==> config.mk <==
export PLATFORM = sky130hd
export DESIGN_NAME = interpolated_efficiency_table
export DESIGN_NICKNAME = d
export VERILOG_FILES = /design/src/hdl/iet_pkg.sv /design/src/hdl/interpolated_efficiency_table.sv /design/src/hdl/iet_datapath.sv /design/src/hdl/iet_ctrl.sv
export SDC_FILE = /design/constraint.sdc
export NUM_CORES = 2
export LEC_CHECK = 0
export CAP_MARGIN = 10
export CORE_MARGIN = 1
export CORE_UTILIZATION = 60
export CTS_BUF_LIST = sky130_fd_sc_hd__clkbuf_4
export DETAILED_ROUTE_END_ITERATION = 7
export DONT_BUFFER_PORTS = 1
export PLACE_DENSITY_LB_ADDON = 0.3
export SLEW_MARGIN = 30
export SYNTH_ARGS = -nofsm -noshare
export SYNTH_HDL_FRONTEND = slang
export SYNTH_SLANG_ARGS = --single-unit
export TNS_END_PERCENT = 50
==> constraint.sdc <==
create_clock -name clk -period 18.4 [get_ports clk]
set_clock_uncertainty 0.1 [all_clocks]
set_input_delay 1.84 -clock clk [delete_from_list [all_inputs] [get_ports clk]]
set_output_delay 1.84 -clock clk [all_outputs]
set_load 0.05 [all_outputs]
==> src/hdl/iet_pkg.sv <==
package iet_pkg;
  localparam int MaxBins = 32;
  localparam int QeWidth = 16;
  localparam int IdxW = $clog2(MaxBins);
  localparam int EW = 24;
  localparam int WlW = 16;
  localparam int ConvNum = 19890;
  localparam int DivW = 35;
  localparam logic [EW-1:0] EnergyMax = {EW{1'b1}};

  typedef enum logic [1:0] {
    CMD_LOAD_E = 2'd0,
    CMD_LOAD_WL = 2'd1,
    CMD_QUERY_E = 2'd2,
    CMD_QUERY_WL = 2'd3
  } cmd_t;

  typedef struct packed {
    logic load_in;
    logic div_start;
    logic scan_start;
    logic scan_step;
    logic interp_start;
    logic write_tbl;
    logic out_load;
  } iet_ctl_t;

  typedef struct packed {
    logic div_done;
    logic scan_last;
    logic interp_done;
  } iet_sts_t;
endpackage

==> src/hdl/interpolated_efficiency_table.sv <==
// query: out_valid after the bin scan and the interpolation divide, and after the wavelength divide for a wavelength
// load: by energy the table is written directly, by wavelength after the divider (cut short for a zero wavelength)
// one item at a time; the serial dividers (35 and 40 steps) and the bin scan set the rate
// a finished result waits in the output register while the next item is taken
// synchronous active-low reset sets num_bins to 20; table contents are not reset
module interpolated_efficiency_table (
  input  logic        clk,
  input  logic        rst_n,
  input  logic        in_valid,
  output logic        in_ready,
  input  logic [1:0]  in_cmd,
  input  logic [4:0]  in_bin_index,
  input  logic [23:0] in_energy_in,
  input  logic [15:0] in_wavelength_in,
  input  logic [15:0] in_qe_in,
  output logic        out_valid,
  input  logic        out_ready,
  output logic [15:0] out_qe_out,
  output logic [23:0] out_energy_out,
  output logic        out_in_range,
  output logic        out_bad_wavelength,
  input  logic        cfg_we,
  input  logic [5:0]  cfg_num_bins
);
  import iet_pkg::*;
  logic [5:0] nb_r;
  iet_ctl_t ctl;
  iet_sts_t sts;

  always_ff @(posedge clk) begin
    if (!rst_n) nb_r <= 6'd20;
    else if (cfg_we) nb_r <= cfg_num_bins;
  end

  iet_ctrl u_ctrl (.clk, .rst_n, .in_valid, .in_ready, .in_cmd, .out_valid, .out_ready,
    .num_bins(nb_r), .ctl, .sts);
  iet_datapath u_dp (.clk, .rst_n, .ctl, .sts, .num_bins(nb_r), .in_cmd, .in_bin_index,
    .in_energy_in, .in_wavelength_in, .in_qe_in, .out_qe_out, .out_energy_out,
    .out_in_range, .out_bad_wavelength);
endmodule

==> src/hdl/iet_datapath.sv <==
module iet_datapath (
  input  logic                 clk,
  input  logic                 rst_n,
  input  iet_pkg::iet_ctl_t    ctl,
  output iet_pkg::iet_sts_t    sts,
  input  logic [5:0]           num_bins,
  input  logic [1:0]           in_cmd,
  input  logic [4:0]           in_bin_index,
  input  logic [23:0]          in_energy_in,
  input  logic [15:0]          in_wavelength_in,
  input  logic [15:0]          in_qe_in,
  output logic [15:0]          out_qe_out,
  output logic [23:0]          out_energy_out,
  output logic                 out_in_range,
  output logic                 out_bad_wavelength
);
  import iet_pkg::*;

  logic [EW-1:0]      etab [MaxBins];
  logic [QeWidth-1:0] qtab [MaxBins];

  logic [1:0]   cmd_r;
  logic [4:0]   idx_r;
  logic [EW-1:0] e_r;
  logic [WlW-1:0] wl_r;
  logic [QeWidth-1:0] qe_r;
  logic         bad_r;

  // restoring divider
  logic [DivW-1:0] quo_r;
  logic [WlW:0]    rem_r;
  logic [5:0]      dcnt_r;
  logic [DivW-1:0] dividend;
  logic [WlW:0]    rem_sh;
  assign dividend = DivW'(ConvNum) << 20;
  assign rem_sh = {rem_r[WlW-1:0], quo_r[DivW-1]};

  // scan
  logic [IdxW-1:0] si_r;
  logic [EW-1:0]   e1_r, e2_r;
  logic [QeWidth-1:0] q1_r, q2_r;
  logic         hit_r, eq_r;
  logic [IdxW:0] nlim;
  assign nlim = (num_bins > 6'(MaxBins)) ? (IdxW+1)'(MaxBins) : (IdxW+1)'(num_bins);

  // interpolation divider: num/(e2-e1)
  logic [EW+QeWidth-1:0] num_r;
  logic [EW:0]  irem_r;
  logic [EW-1:0] d_r;
  logic [5:0]   icnt_r;
  logic         neg_r;
  logic [QeWidth-1:0] res_r;
  logic [EW:0]  irem_sh;
  assign irem_sh = {irem_r[EW-1:0], num_r[EW+QeWidth-1]};

  logic [IdxW-1:0] rd_idx;
  assign rd_idx = si_r;
  logic [EW-1:0] ea, eb;
  logic [QeWidth-1:0] qa, qb;
  logic brk;
  assign ea = etab[rd_idx];
  assign eb = etab[rd_idx + 1'b1];
  assign qa = qtab[rd_idx];
  assign qb = qtab[rd_idx + 1'b1];
  assign brk = (e_r >= ea) && (e_r <= eb);

  logic [QeWidth-1:0] qd;
  logic [EW-1:0] xd;
  assign qd = neg_r ? (q1_r - q2_r) : (q2_r - q1_r);
  assign xd = e_r - e1_r;

  logic [EW+QeWidth-1:0] quot_fix;
  always_comb begin
    quot_fix = num_r;
    if (neg_r && irem_r != '0) quot_fix = num_r + 1'b1;
  end

  assign sts.div_done = (dcnt_r == 6'(DivW));
  assign sts.scan_last = ((IdxW+1)'(si_r) + 2 >= nlim);
  assign sts.interp_done = (icnt_r == 6'(EW+QeWidth + 1));

  always_ff @(posedge clk) begin
    if (ctl.load_in) begin
      cmd_r <= in_cmd; idx_r <= in_bin_index; e_r <= in_energy_in;
      wl_r <= in_wavelength_in; qe_r <= in_qe_in; bad_r <= 1'b0;
      quo_r <= dividend; rem_r <= '0; dcnt_r <= '0;
    end else if (ctl.div_start && (cmd_r == CMD_LOAD_WL || cmd_r == CMD_QUERY_WL)) begin
      if (wl_r == '0) begin
        bad_r <= 1'b1; e_r <= '0; dcnt_r <= 6'(DivW);
      end else if (!sts.div_done) begin
        if (rem_sh >= {1'b0, wl_r}) begin
          rem_r <= rem_sh - {1'b0, wl_r};
          quo_r <= {quo_r[DivW-2:0], 1'b1};
        end else begin
          rem_r <= rem_sh;
          quo_r <= {quo_r[DivW-2:0], 1'b0};
        end
        dcnt_r <= dcnt_r + 1'b1;
        if (dcnt_r == 6'(DivW-1))
          e_r <= (quo_r[DivW-2:EW-1] != '0) ? EnergyMax : {quo_r[EW-2:0], rem_sh >= {1'b0, wl_r}};
      end
    end
    if (ctl.write_tbl) begin
      etab[idx_r] <= e_r;
      qtab[idx_r] <= qe_r;
    end
    if (ctl.scan_start) begin
      si_r <= '0; hit_r <= 1'b0;
    end else if (ctl.scan_step) begin
      if ((IdxW+1)'(si_r) + 1 < nlim && brk) begin
        hit_r <= 1'b1; e1_r <= ea; e2_r <= eb; q1_r <= qa; q2_r <= qb;
      end
      si_r <= si_r + 1'b1;
    end
    if (ctl.interp_start) begin
      eq_r <= (e1_r == e2_r);
      neg_r <= (q2_r < q1_r);
      d_r <= e2_r - e1_r;
      icnt_r <= '0;
      irem_r <= '0;
    end else if (!sts.interp_done) begin
      if (icnt_r == '0) begin
        num_r <= (EW+QeWidth)'(qd) * (EW+QeWidth)'(xd);
        icnt_r <= 6'd1;
      end else begin
        if (irem_sh >= {1'b0, d_r}) begin
          irem_r <= irem_sh - {1'b0, d_r};
          num_r <= {num_r[EW+QeWidth-2:0], 1'b1};
        end else begin
          irem_r <= irem_sh;
          num_r <= {num_r[EW+QeWidth-2:0], 1'b0};
        end
        icnt_r <= icnt_r + 1'b1;
      end
    end
    if (ctl.out_load) begin
      out_energy_out <= e_r;
      out_bad_wavelength <= bad_r;
      out_in_range <= hit_r;
      if (!hit_r) out_qe_out <= '0;
      else if (eq_r) out_qe_out <= q1_r;
      else if (neg_r) out_qe_out <= q1_r - quot_fix[QeWidth-1:0];
      else out_qe_out <= q1_r + quot_fix[QeWidth-1:0];
    end
    if (!rst_n) begin
      dcnt_r <= '0;
      icnt_r <= 6'(EW+QeWidth + 1);
    end
  end
endmodule

==> src/hdl/iet_ctrl.sv <==
module iet_ctrl (
  input  logic              clk,
  input  logic              rst_n,
  input  logic              in_valid,
  output logic              in_ready,
  input  logic [1:0]        in_cmd,
  output logic              out_valid,
  input  logic              out_ready,
  input  logic [5:0]        num_bins,
  output iet_pkg::iet_ctl_t ctl,
  input  iet_pkg::iet_sts_t sts
);
  import iet_pkg::*;

  typedef enum logic [2:0] {S_IDLE, S_DIV, S_WRITE, S_SCAN, S_PREP, S_IDIV, S_OUT} state_t;
  state_t state_r;
  logic [1:0] cmd_r;
  logic ov_r;
  logic div_ok;

  assign in_ready = (state_r == S_IDLE);
  assign out_valid = ov_r;
  assign div_ok = sts.div_done || (cmd_r != CMD_LOAD_WL && cmd_r != CMD_QUERY_WL);

  always_comb begin
    ctl = '0;
    ctl.load_in = in_valid && in_ready;
    ctl.div_start = (state_r == S_DIV);
    ctl.write_tbl = (state_r == S_WRITE);
    ctl.scan_start = (state_r == S_DIV) && div_ok;
    ctl.scan_step = (state_r == S_SCAN);
    ctl.interp_start = (state_r == S_PREP);
    ctl.out_load = (state_r == S_OUT) && (!ov_r || out_ready);
  end

  always_ff @(posedge clk) begin
    if (!rst_n) begin
      state_r <= S_IDLE; ov_r <= 1'b0; cmd_r <= '0;
    end else begin
      if (ov_r && out_ready) ov_r <= 1'b0;
      case (state_r)
        S_IDLE: if (in_valid) begin
          cmd_r <= in_cmd;
          state_r <= S_DIV;
        end
        S_DIV: if (div_ok) begin
          state_r <= (cmd_r == CMD_LOAD_E || cmd_r == CMD_LOAD_WL) ? S_WRITE : S_SCAN;
        end
        S_WRITE: state_r <= S_IDLE;
        S_SCAN: if (sts.scan_last || num_bins < 6'd2) state_r <= S_PREP;
        S_PREP: state_r <= S_IDIV;
        S_IDIV: if (sts.interp_done) state_r <= S_OUT;
        S_OUT: if (!ov_r || out_ready) begin
          ov_r <= 1'b1; state_r <= S_IDLE;
        end
        default: state_r <= S_IDLE;
      endcase
    end
  end

  a_rdy: assert property (@(posedge clk) disable iff (!rst_n) in_ready |-> state_r == S_IDLE)
    else $error("ready outside idle");
  a_out: assert property (@(posedge clk) disable iff (!rst_n) ctl.out_load |=> ov_r)
    else $error("result lost");
  a_wr: assert property (@(posedge clk) disable iff (!rst_n) ctl.write_tbl |=> state_r == S_IDLE)
    else $error("write not single");
endmodule
==> reports/metrics.csv <==
metric,value,unit
arrival time at the worst endpoint,10740,ps
post-synthesis average cell area,14.6,sq um
Max Cap Violations,0,
logic gate share of total power,0.527,
CTS sink count,1642,
Sum Neg Setup Slack,0,ps
DRC violation count after routing,0,
sequential element share of the synthesized area,0.520,
Worst Min Path Start,u_dp.quo_r[19],
fraction of power consumed by the clock network,0.192,
top-level I/O count,118,
classification of the worst-slack hold path,flip-flop to flip-flop,
share of synthesized registers carrying an async set or reset,0,
PostCTS Resize Cnt,0,
cell family with the largest share of critical-path delay,adder cells,
fraction of power spent switching nets,0.409,
"most common cell after layout, fill and taps aside",sky130_fd_sc_hd__edfxtp_1,
setup repair after global routing missed its margin,no,
# hold bufs at CTS,0,
placed instance area,0.0955,sq mm
area of all placed cells without fillers,0.101,sq mm
start point of the critical path,u_dp.e_r[0],
count of cells along the worst register-to-register path,36,
placed cells,8178,
global-route layer with the greatest usage,met2,
number of CTS-inserted buffers,426,
reg-to-reg startpoint,u_dp.e_r[0],
hold violation count in the final report,0,
non-filler cells in the finished layout,8917,
Nets,7283,
worst-skew pair later-pin latency,1380,ps
Tightest Pin Transition,1140,ps
Yosys warnings,0,
number of DRC markers after the initial detailed-route iteration,8236,
met1 Usage GRT,0.440,
"Slowest-stage cell, CP",sky130_fd_sc_hd__fa_1,
placer's final routability congestion estimate,0.940,
final setup vio count,0,
peak ir drop on the vdd network,0.000380,V
post-CTS setup buffers,0,
met3 Track Usage GR,0.0965,
met2 track demand over resource in global routing,0.516,
count of final max-slew check failures,0,
total wirelength of the detailed-routed design,258000,um
buffering stage count on the worst path with inverters included,7,
worst path setup slack after routing,8570,ps
Crit path largest cell delay,540,ps
wire length of the first global-routing pass,380000,um
total internal power,9.32,mW
initial standard-cell utilization of the core,0.607,
WS Path Type,flip-flop to flip-flop,
detailed-routing iteration count for the pre-antenna-repair pass,5,
area growth from synthesis to layout,8.79,%
Critical Path End Type,flip-flop,
Placeable Area,0.153,sq mm
via density per instance,6.73,
highest-count cells in the layout ignoring fill and taps,"sky130_fd_sc_hd__edfxtp_1, sky130_fd_sc_hd__mux4_2, sky130_fd_sc_hd__clkbuf_4, sky130_fd_sc_hd__inv_1, sky130_fd_sc_hd__nand2_1",
vias in the first global route,60904,
synth unique cells,98,
endpoint of the worst-slack reg-to-reg timing path,u_dp.num_r[39],
Slew headroom,0.235,
CTS tree,done,
maximum root-to-sink buffer count,4,
WHS Path Cells,2,
dominant synthesized flop cell,sky130_fd_sc_hd__edfxtp_1,
Post-Syn Area,0.0926,sq mm
Worst Setup Start Kind,flip-flop,
layout cell share with drive strength beyond 1,0.241,
timing-limited maximum frequency,0.102,GHz
Syn Nets,7037,
clock-pin slew of the registers on the worst-case setup and hold paths,70,ps
Final period util,0.534,
Final HPWL DP,158000,um
via count,60024,
net switching power figure,6.44,mW
antenna violations before repair,18,
R2R Setup Slk,8570,ps
setup slack at placement,8770,ps
cell with the most instances on the worst path,sky130_fd_sc_hd__fa_1,
horizontal die dimension,395,um
Yosys reg bits,1642,
final core utilization,0.660,
synthesized instance count,6337,
number of enable flip-flop cells after synthesis,1530,
largest net degree at the start of global routing,132,
root buffer cell,sky130_fd_sc_hd__clkbuf_4,
Crit Path Max Fanout,34,
antenna-violating nets left,0,
DIE AREA,0.156,sq mm
Crit path required time,19310,ps
overall global routing resource usage,0.332,
die extent in y,395,um
leakage power figure,35.7,nW
Std-Cell Rows,143,
per-cell routed wire length,28.9,um
number of I/O port buffers,0,
Hold Path End,u_dp.quo_r[20],
H-tree level count,5,
GRT overflow,0,
"Min Clock Period, post-route",9830,ps
Flop pwr share,0.281,
power density of the placed cells,156,mW/mm^2
result of the run,"complete, no violations",
==> Yosys cell counts (all sizes together), types with 7 or more instances <==
library cell	instances	area, sq um
buf	130	567
or2	9	56.3
nor2b	38	238
and2	84	527
a211o	12	105
o211ai	15	118
nor2	297	1110
a21oi	262	1330
mux4	740	16700
nand4	28	190
a21boi	8	60.1
clkbuf	202	788
o221ai	18	158
o21ai	203	1030
o31a	17	149
mux2i	144	1440
o41ai	7	61.3
nand3b	9	67.6
xnor2	103	902
a31o	8	70.1
a21o	87	653
a211oi	29	223
fa	313	6270
xor2	78	683
a31oi	27	175
nand2	558	2090
inv	574	2150
o21bai	20	150
nor4	17	164
nand3	70	368
o21a	23	174
and4	7	63.8
dfxtp	112	2240
nand2b	42	263
ha	313	3920
or3	24	150
o22ai	16	100
edfxtp	1530	45900
o31ai	17	133
nor3	46	235
and3	26	164
==> cell type report <==
type                            count  area [sq um]
Fill cell                       10533         51800
Sequential cell                  1642         48200
Multi-Input combinational cell   3786         41500
Clock buffer                      598          4490
Tap cell                         2030          2540
Inverter                          577          2170
Timing Repair Buffer              150          1280
Clock inverter                    122           603
Antenna cell                       12          30.0
==> metrics by stage <==
| step | power (mW) | hold slack [ps] |
|---|---|---|
| final | 15.8 | 308 |
| after CTS | 15.7 | 305 |
| after global routing | 17.0 | 344 |
| after detailed placement | 12.7 | 335 |
| after global placement | 12.5 | 320 |
| after floorplan | 10.7 | 309 |
==> worst reg2reg max path: cells and delay by family, from the launching register on <==
family	cells	cell delay [ps]
compound gates	13	2820
xor+xnor	2	290
fa+ha+maj	9	4090
buf+inv	7	860
flops	1	360
simple gates	5	990
==> logic make-up (layout without fill, tap and decap cells) <==
group / after synthesis / after routing / synth area share
DFF: 1642 / 1642 / 0.520
AOI/OAI and AO/OA: 814 / 814 / 0.0555
other: 0 / 12 / 0
buffers and inverters: 909 / 1447 / 0.0380
adders and majority gates: 626 / 626 / 0.110
xor gates and xnor gates: 181 / 181 / 0.0171
muxes: 888 / 888 / 0.196
and+or+nand+nor: 1277 / 1277 / 0.0635
==> sequential cells by signal, indices dropped and copies added (netlist names), 24 cells and up, named ones only <==
register             flops
u_dp.d_r                24
u_dp.e1_r               24
u_dp.e2_r               24
u_dp.e_r                24
u_dp.etab              768
u_dp.irem_r             25
u_dp.num_r              40
u_dp.out_energy_out     24
u_dp.qtab              512
u_dp.quo_r              35
==> how the worst max path moves through the flow <==
| stage | cells past startpoint | to |
|---|---|---|
| floorplan | 33 | u_dp.num_r[38] |
| global placement | 34 | u_dp.num_r[38] |
| detailed placement | 36 | u_dp.num_r[39] |
| CTS | 36 | u_dp.num_r[39] |
| global route | 36 | u_dp.num_r[39] |
| finish | 36 | u_dp.num_r[39] |
==> routing by layer <==
layer / part of all wire / routed length, um
met4: 0.045 / 11600
met2: 0.46 / 120000
met3: 0.14 / 35300
met1: 0.35 / 91300
met5: 0.00017 / 44
==> power groups by stage <==
stage               clock network [mW]  registers [mW]  logic [mW]
floorplan                            0            4.45        6.27
global placement                     0            4.50        8.01
detailed placement                   0            4.51        8.16
CTS                               3.08            4.43        8.22
global route                      3.25            4.44        9.29
finish                            3.03            4.42        8.31
Power figures use the tool's default switching activity.
